===== src/rtl/pve_pkg.sv =====
`timescale 1ns / 1ps
`default_nettype none
// ----------------------------------------------------------------------------
// pve_pkg - shared types and constants for the prefix varint encoder
// Length codes, the job record passed from the classifier to the serialiser,
// and the fixed tag constants of the encoding.
// ----------------------------------------------------------------------------
package pve_pkg;

    // Encoded length of one value
    typedef enum logic [2:0] {
        LEN_1,
        LEN_2,
        LEN_4,
        LEN_8,
        LEN_ESC
    } t_len;

    // Classified job: tagged word (or raw value for the escape form) and its length
    typedef struct packed {
        logic [63:0] word;
        t_len        len;
    } t_job;

    localparam int unsigned QUEUE_DEPTH = 2;

    localparam logic [7:0]  ESC_BYTE   = 8'hF0;
    localparam logic [15:0] TAG_2      = 16'h8000;
    localparam logic [31:0] TAG_4      = 32'hC000_0000;
    localparam logic [63:0] TAG_8      = 64'hE000_0000_0000_0000;
    localparam logic        SIGNED_RST = 1'b1;

endpackage : pve_pkg
`default_nettype wire


===== src/rtl/pve_front.sv =====
`timescale 1ns / 1ps
`default_nettype none
// ----------------------------------------------------------------------------
// pve_front - range classifier
// Holds the signed_mode register, tests the incoming value against the four
// length ranges and builds the tagged word for the serialiser.
// ----------------------------------------------------------------------------
module pve_front
    import pve_pkg::*;
(
    input  wire logic        i_clk,
    input  wire logic        i_rst_n,
    input  wire logic        i_cfg_we,
    input  wire logic        i_cfg_wdata,
    input  wire logic [63:0] i_value_bits,
    output t_job             o_job
);

    logic r_signed_mode;
    logic fit1, fit2, fit4, fit8;
    logic [63:0] v;

    // Mode register; the user must write it only while idle (not enforced)
    always_ff @(posedge i_clk) begin
        if (!i_rst_n) begin
            r_signed_mode <= SIGNED_RST;
        end else if (i_cfg_we) begin
            r_signed_mode <= i_cfg_wdata;
        end
    end

    assign v = i_value_bits;

    // Range tests: signed ranges via offset and unsigned compare
    always_comb begin
        if (r_signed_mode) begin
            fit1 = (v + 64'h40)                  < 64'h80;
            fit2 = (v + 64'h2000)                < 64'h4000;
            fit4 = (v + 64'h1000_0000)           < 64'h2000_0000;
            fit8 = (v + 64'h0800_0000_0000_0000) < 64'h1000_0000_0000_0000;
        end else begin
            fit1 = v < 64'h80;
            fit2 = v < 64'h4000;
            fit4 = v < 64'h2000_0000;
            fit8 = v < 64'h1000_0000_0000_0000;
        end
    end

    // Build tagged word, masking the value into its field
    always_comb begin
        priority if (fit1) begin
            o_job.len  = LEN_1;
            o_job.word = {57'd0, v[6:0]};
        end else if (fit2) begin
            o_job.len  = LEN_2;
            o_job.word = {48'd0, TAG_2 | {2'b00, v[13:0]}};
        end else if (fit4) begin
            o_job.len  = LEN_4;
            o_job.word = {32'd0, TAG_4 | {3'b000, v[28:0]}};
        end else if (fit8) begin
            o_job.len  = LEN_8;
            o_job.word = TAG_8 | {4'b0000, v[59:0]};
        end else begin
            o_job.len  = LEN_ESC;
            o_job.word = v;
        end
    end

endmodule : pve_front
`default_nettype wire


===== src/rtl/pve_queue.sv =====
`timescale 1ns / 1ps
`default_nettype none
// ----------------------------------------------------------------------------
// pve_queue - short job queue
// Register-based FIFO that decouples the classifier from the serialiser.
// ----------------------------------------------------------------------------
module pve_queue
    import pve_pkg::*;
#(
    parameter int unsigned DEPTH = QUEUE_DEPTH
) (
    input  wire logic i_clk,
    input  wire logic i_rst_n,
    input  wire logic i_push,
    input  wire t_job i_job,
    output logic      o_full,
    input  wire logic i_take,
    output t_job      o_job,
    output logic      o_valid
);

    localparam int unsigned PTR_W = (DEPTH > 1) ? $clog2(DEPTH) : 1;
    localparam int unsigned CNT_W = $clog2(DEPTH + 1);
    localparam logic [PTR_W-1:0] LAST_PTR = PTR_W'(DEPTH - 1);

    t_job             r_mem [DEPTH];
    logic [PTR_W-1:0] r_wr_ptr, r_rd_ptr;
    logic [CNT_W-1:0] r_count;
    logic             do_push, do_take;

    assign o_full  = (r_count == CNT_W'(DEPTH));
    assign o_valid = (r_count != '0);
    assign o_job   = r_mem[r_rd_ptr];
    assign do_push = i_push && !o_full;
    assign do_take = i_take && o_valid;

    // Store entries
    always_ff @(posedge i_clk) begin
        if (do_push) begin
            r_mem[r_wr_ptr] <= i_job;
        end
    end

    // Advance pointers and occupancy
    always_ff @(posedge i_clk) begin
        if (!i_rst_n) begin
            r_wr_ptr <= '0;
            r_rd_ptr <= '0;
            r_count  <= '0;
        end else begin
            if (do_push) begin
                r_wr_ptr <= (r_wr_ptr == LAST_PTR) ? '0 : r_wr_ptr + 1'b1;
            end
            if (do_take) begin
                r_rd_ptr <= (r_rd_ptr == LAST_PTR) ? '0 : r_rd_ptr + 1'b1;
            end
            if (do_push && !do_take) begin
                r_count <= r_count + 1'b1;
            end else if (do_take && !do_push) begin
                r_count <= r_count - 1'b1;
            end
        end
    end

endmodule : pve_queue
`default_nettype wire


===== src/rtl/pve_back.sv =====
`timescale 1ns / 1ps
`default_nettype none
// ----------------------------------------------------------------------------
// pve_back - byte serialiser
// Loads one job, left-aligns its word and emits it a byte per pop, most
// significant first, with the escape byte ahead of raw values.
// ----------------------------------------------------------------------------
module pve_back
    import pve_pkg::*;
(
    input  wire logic       i_clk,
    input  wire logic       i_rst_n,
    input  wire t_job       i_job,
    input  wire logic       i_job_valid,
    output logic            o_take,
    output logic            o_empty,
    input  wire logic       i_pop,
    output logic [7:0]      o_out_byte,
    output logic            o_last
);

    logic [63:0] r_word, n_word;
    logic [3:0]  r_remain, n_remain;
    logic        r_esc, n_esc;
    logic        r_busy, n_busy;
    logic        done;

    assign o_empty    = !r_busy;
    assign o_last     = (r_remain == 4'd1);
    assign o_out_byte = r_esc ? ESC_BYTE : r_word[63:56];
    assign done       = !r_busy || (i_pop && o_last);
    assign o_take     = i_job_valid && done;

    // Next state: load a new job, step to the next byte, or go idle
    always_comb begin
        n_word   = r_word;
        n_remain = r_remain;
        n_esc    = r_esc;
        n_busy   = r_busy;
        if (o_take) begin
            n_busy = 1'b1;
            n_esc  = 1'b0;
            unique case (i_job.len)
                LEN_1: begin
                    n_word   = {i_job.word[7:0], 56'd0};
                    n_remain = 4'd1;
                end
                LEN_2: begin
                    n_word   = {i_job.word[15:0], 48'd0};
                    n_remain = 4'd2;
                end
                LEN_4: begin
                    n_word   = {i_job.word[31:0], 32'd0};
                    n_remain = 4'd4;
                end
                LEN_8: begin
                    n_word   = i_job.word;
                    n_remain = 4'd8;
                end
                LEN_ESC: begin
                    n_word   = i_job.word;
                    n_remain = 4'd9;
                    n_esc    = 1'b1;
                end
                default: begin
                    n_word   = i_job.word;
                    n_remain = 4'd8;
                end
            endcase
        end else if (r_busy && i_pop) begin
            if (o_last) begin
                n_busy = 1'b0;
            end
            n_remain = r_remain - 4'd1;
            if (r_esc) begin
                n_esc = 1'b0;
            end else begin
                n_word = {r_word[55:0], 8'd0};
            end
        end
    end

    // Hold control state; payload needs no reset
    always_ff @(posedge i_clk) begin
        if (!i_rst_n) begin
            r_busy   <= 1'b0;
            r_esc    <= 1'b0;
            r_remain <= '0;
        end else begin
            r_busy   <= n_busy;
            r_esc    <= n_esc;
            r_remain <= n_remain;
        end
    end

    always_ff @(posedge i_clk) begin
        r_word <= n_word;
    end

endmodule : pve_back
`default_nettype wire


===== src/rtl/prefix_varint_encoder.sv =====
`timescale 1ns / 1ps
`default_nettype none
// ----------------------------------------------------------------------------
// prefix_varint_encoder - prefix-length variable integer encoder
// Encodes 64-bit integers into 1, 2, 4, 8 or 9 bytes, most significant first.
// ----------------------------------------------------------------------------
// Input channel: drive i_value_bits and push; the item is taken on a clock
// edge with push high and full low. Result channel: while empty is low,
// o_out_byte and o_last show the oldest waiting byte; pop takes it.
// o_last marks the final byte of each value's encoding.
// Configuration: i_cfg_we writes i_cfg_wdata into signed_mode (1 = signed
// ranges, 0 = unsigned); write only while no item is in flight.
// With the serialiser idle, an accepted item moves from the job queue into the
// serialiser registers, where its first byte shows and can be popped.
// Throughput: one byte per cycle on the result side while pop stays high; an
// item is 1, 2, 4, 8 or 9 bytes, sent by the byte-wide serialiser; the job
// queue lets new items be taken while the serialiser works.
// Reset: queue and serialiser empty, signed_mode set to 1.
// Stall: while pop is low the current byte holds; once the queue fills,
// full rises and further items wait.
// ----------------------------------------------------------------------------
module prefix_varint_encoder
    import pve_pkg::*;
#(
    parameter int unsigned QDEPTH = QUEUE_DEPTH
) (
    input  wire logic        i_clk,
    input  wire logic        i_rst_n,
    input  wire logic        i_cfg_we,
    input  wire logic        i_cfg_wdata,
    input  wire logic        push,
    output logic             full,
    input  wire logic [63:0] i_value_bits,
    output logic             empty,
    input  wire logic        pop,
    output logic [7:0]       o_out_byte,
    output logic             o_last
);

    t_job front_job, queue_job;
    logic queue_valid, take;

    pve_front u_front (
        .i_clk        (i_clk),
        .i_rst_n      (i_rst_n),
        .i_cfg_we     (i_cfg_we),
        .i_cfg_wdata  (i_cfg_wdata),
        .i_value_bits (i_value_bits),
        .o_job        (front_job)
    );

    pve_queue #(
        .DEPTH (QDEPTH)
    ) u_queue (
        .i_clk   (i_clk),
        .i_rst_n (i_rst_n),
        .i_push  (push),
        .i_job   (front_job),
        .o_full  (full),
        .i_take  (take),
        .o_job   (queue_job),
        .o_valid (queue_valid)
    );

    pve_back u_back (
        .i_clk       (i_clk),
        .i_rst_n     (i_rst_n),
        .i_job       (queue_job),
        .i_job_valid (queue_valid),
        .o_take      (take),
        .o_empty     (empty),
        .i_pop       (pop),
        .o_out_byte  (o_out_byte),
        .o_last      (o_last)
    );

endmodule : prefix_varint_encoder
`default_nettype wire

===== config.mk =====
export PLATFORM = sky130hd
export DESIGN_NAME = prefix_varint_encoder
export DESIGN_NICKNAME = d
export VERILOG_FILES = /design/src/rtl/pve_pkg.sv /design/src/rtl/pve_front.sv /design/src/rtl/pve_queue.sv /design/src/rtl/pve_back.sv /design/src/rtl/prefix_varint_encoder.sv
export SDC_FILE = /design/constraint.sdc
export NUM_CORES = 1
export LEC_CHECK = 0
export BUFFER_PORTS_ARGS = -buffer_cell sky130_fd_sc_hd__buf_4
export CAP_MARGIN = 20
export CORE_ASPECT_RATIO = 1.4
export CORE_MARGIN = 2
export CORE_UTILIZATION = 55
export CTS_CLUSTER_SIZE = 30
export DETAILED_ROUTE_END_ITERATION = 6
export PLACE_DENSITY = 0.74
export SYNTH_ARGS = -nofsm -noshare
export SYNTH_HDL_FRONTEND = slang
export SYNTH_HIERARCHICAL = 1
export SYNTH_SLANG_ARGS = --single-unit

===== constraint.sdc =====
create_clock -name i_clk -period 11.4 [get_ports i_clk]
set_input_delay 2.28 -clock i_clk [delete_from_list [all_inputs] [get_ports i_clk]]
set_output_delay 2.28 -clock i_clk [all_outputs]
set_load 0.02 [all_outputs]

==> reports/results.ini <==
[floorplanning]
io-pin-count = 81
floorplan.rows = 67
die_w_um = 135
fp.dieArea_mm2 = 0.0252
floorplan.initialDensity_pct = 55.5
die_boundary_height_um = 187
core_region_area_mm2 = 0.0237

[power]
power.density_cell_area_mw_per_mm2 = 201
leakagePower_nw = 4.86
max-vdd-ir-drop_uv = 297

[cells_and_area]
final_area_mm2 = 0.0143
layout.core_utilization_pct = 60.2
area_growth_syn_to_layout_pct = 8.61
layout.cells.non_filler = 1603
num_antenna_cells = 0
drive_above_1_share_pct = 15.8
final_nets = 1359

[yosys]
synth-xor-area-share_pct = 2.93
yosysTopAreaCellShare_pct = 45.2
synth_fp_nets = 1361
synth.area.top_cells = sky130_fd_sc_hd__edfxtp_1 45%, sky130_fd_sc_hd__mux2_2 3.9%, sky130_fd_sc_hd__nand4_1 2.9%
ys_seq_area_share_pct = 47.0
synth_simple_gate_area_share_pct = 24.5
synth_compound_gate_area_share_pct = 12.2
synthMostInstantiatedCell = sky130_fd_sc_hd__edfxtp_1
yosys_most_used_dff = sky130_fd_sc_hd__edfxtp_1
syn-instance-count = 1282
synth_common_cells = 198 x sky130_fd_sc_hd__edfxtp_1, 95 x sky130_fd_sc_hd__nand2_1, 84 x sky130_fd_sc_hd__nor2_1, 69 x sky130_fd_sc_hd__nand3_1, 66 x sky130_fd_sc_hd__clkbuf_1
yosysWarnings = 6
synth_area_mm2 = 0.0132
post_synth_num_cell_types = 86
yosys.area_share.adder_pct = 0.856
post_synth.cell_area_avg_um2 = 10.3
synth-edff-count = 198
synth_top_family_by_area = simple AND/OR/NAND/NOR gates
synth_largest_area_cell = sky130_fd_sc_hd__edfxtp_1
synthArstFlopShare_pct = 0
synth_seq_cells = 210
muxShareOfSynthArea_pct = 7.25

[cts]
path_clk_slew_ns = 0.07
cts.htree.levels = 1
clock-root-buffer = sky130_fd_sc_hd__clkbuf_16
hold_buf_cts = 0
cts_resized = 0
clk-insertion-delay-late_ns = 0.49
clock_tree.buffer_depth = 3
tritoncts_num_sinks = 210
cts_made_buffers = 19
tritoncts = built
postCtsSetupRepairBufs = 0

[routing]
finalWirelength_um = 49500
route.detailed.drc = 5
drt_iter0_drc = 1530
drtAntennaViolNets = 0
detailroute.via_count = 11700
drt-pass1-iter-count = 7
detail_route.wl_per_cell_um = 30.9
drt-vias-per-instance = 7.31

[critical_path]
timing.setup.critical_path_class = primary input to flip-flop
cp-start-kind = primary input
critical_path.reg2reg.endpoint = u_back/r_word[49]$_DFFE_PP_
critPathArrivalTime_ns = 6.74
regToRegSetupSlack_ns = 7.70
setup.worst_path.end = u_queue/r_mem[1][36]$_DFFE_PP_
timing.critical_path.required_ns = 11.63
end_kind = flip-flop
r2r.worst_path.cells = 6
critPathLaunch = i_value_bits[13]
cp_max_fo = 51

[global_route]
grt_first_pass_wirelength_um = 72100
initial_antenna_violation_count = 1
gr-usage-all-layers_pct = 38.5
final_global_route_overflow_total = 0
vias_in_the_first_global_route = 11300
grt_max_degree = 75

[timing]
setup_violations = 0
finalCritPeriodShare_pct = 57.1
layout_min_cycle_time_ns = 6.51
finalHoldViolCount = 0
clock_tree_skew_after_final_layout_ns = 0.0198
timing.fmax_mhz = 153
tightest_slew_ns = 1.22
slew-limit-headroom_pct = 17.6
finalSetupTns_ns = 0
final_max_slew_viol_count = 0
setup_repair_after_global_routing_missed_its_margin = no

[run_status]
outcome = finished, violations left
failed_checks = design-rule violations

[hold_path]
min-delay-path-class = flip-flop to flip-flop

[placement]
gp_routability_congestion = 1.08
placed_area_mm2 = 0.0137
placed_cells = 1568
detailed_place_hpwl_um = 35100
placement.io_buffers = 80

[flow_run]
drv_cap = 0

==> registers in the layout, indices dropped and copies added (netlist names), named ones only <==
register	flops
u_front/r_signed_mode	1
u_back/r_busy	1
u_queue/r_wr_ptr	1
u_queue/r_count	2
u_back/r_word	64
u_back/r_esc	1
u_queue/r_mem	134
u_back/r_remain	4
u_queue/r_rd_ptr	1
==> critical path: stages <==
cell and delay (ns):
sky130_fd_sc_hd__buf_4 0.16, sky130_fd_sc_hd__ha_1 0.41, sky130_fd_sc_hd__nand3_1 0.24, sky130_fd_sc_hd__nor4_1 0.81, sky130_fd_sc_hd__nand4_1 0.27, sky130_fd_sc_hd__xnor2_1 0.22, sky130_fd_sc_hd__nor4b_1 0.49, sky130_fd_sc_hd__nand4_1 0.19
sky130_fd_sc_hd__or4_1 0.58, sky130_fd_sc_hd__o41a_4 0.75, sky130_fd_sc_hd__and3_1 0.31
==> stage by stage <==
| stage | power (mW) | setup WS (ns) | hold slack (ns) |
|---|---|---|---|
| 6_report | 2.87 | 4.89 | 0.515 |
| 3_5_place_dp | 2.22 | 4.52 | 0.496 |
| 4_1_cts | 2.86 | 5.03 | 0.513 |
| 2_1_floorplan | 1.93 | 4.79 | 0.479 |
| 5_1_grt | 2.99 | 4.84 | 0.536 |
| 3_3_place_gp | 2.19 | 4.40 | 0.486 |
==> routing by layer <==
layer	routed length [um]	GRT usage [%]
met5	0	0
met4	4160	26.6
met3	4070	4.55
met2	24300	65.5
met1	16900	44.9
==> cell usage in the layout (no fill, tap or decap), drive strengths merged, types with 8 or more instances in the layout <==
master | Yosys | layout
nand4 | 64 | 64
xnor2 | 25 | 25
ha | 9 | 9
nor4 | 50 | 50
a41oi | 10 | 10
or4 | 16 | 16
nor2 | 84 | 84
mux2 | 75 | 75
o21ai | 38 | 38
or2 | 12 | 12
and2 | 24 | 24
clkbuf | 67 | 24
nand2 | 95 | 95
a222oi | 8 | 8
or3 | 17 | 17
nor3 | 33 | 33
nand3 | 70 | 70
and3 | 59 | 59
mux2i | 11 | 11
buf | 52 | 95
a31oi | 8 | 8
dfxtp | 12 | 12
a22o | 17 | 17
and4 | 13 | 13
edfxtp | 198 | 198
nand2b | 10 | 10
inv | 24 | 25
xor2 | 19 | 19
a221oi | 21 | 21
a21oi | 31 | 31
==> cell type report <==
type,count,area [um^2]
Clock buffer,23,490
Clock inverter,11,113
Fill cell,1987,9430
Inverter,24,90.1
Multi-Input combinational cell,929,6300
Sequential cell,210,6190
Tap cell,310,388
Timing Repair Buffer,96,718
==> cells by family (layout without fill, tap and decap cells) <==
kind of cell               count (synthesis)  after routing
adders and majority gates                  9              9
and+or+nand+nor                          575            575
muxes                                     86             86
DFF                                      210            210
xor gates and xnor gates                  44             44
buffers and inverters                    143            154
AOI/OAI and AO/OA                        215            215
==> worst min path at each step <==
stage,cells after the start,slack (ns),end,startpoint
6_report,2,0.51,u_back/r_word[17]$_DFFE_PP_,u_back/r_word[9]$_DFFE_PP_
5_1_grt,2,0.54,u_back/r_word[11]$_DFFE_PP_,u_back/r_word[3]$_SDFFCE_PN0P_
4_1_cts,2,0.51,u_back/r_word[17]$_DFFE_PP_,u_back/r_word[9]$_DFFE_PP_
3_5_place_dp,2,0.50,u_back/r_word[24]$_DFFE_PP_,u_back/r_word[16]$_DFFE_PP_
3_3_place_gp,2,0.49,u_back/r_word[12]$_DFFE_PP_,u_back/r_word[4]$_SDFFCE_PN0P_
2_1_floorplan,2,0.48,u_queue/r_count[1]$_SDFFE_PN0P_,u_queue/r_count[1]$_SDFFE_PN0P_
==> report_power, final <==
group | internal, mW | switching, mW
Sequential | 1.15 | 0.0748
Combinational | 0.352 | 0.663
Clock | 0.355 | 0.274
Total | 1.86 | 1.01
No activity file was read; power rests on OpenSTA's default activity.
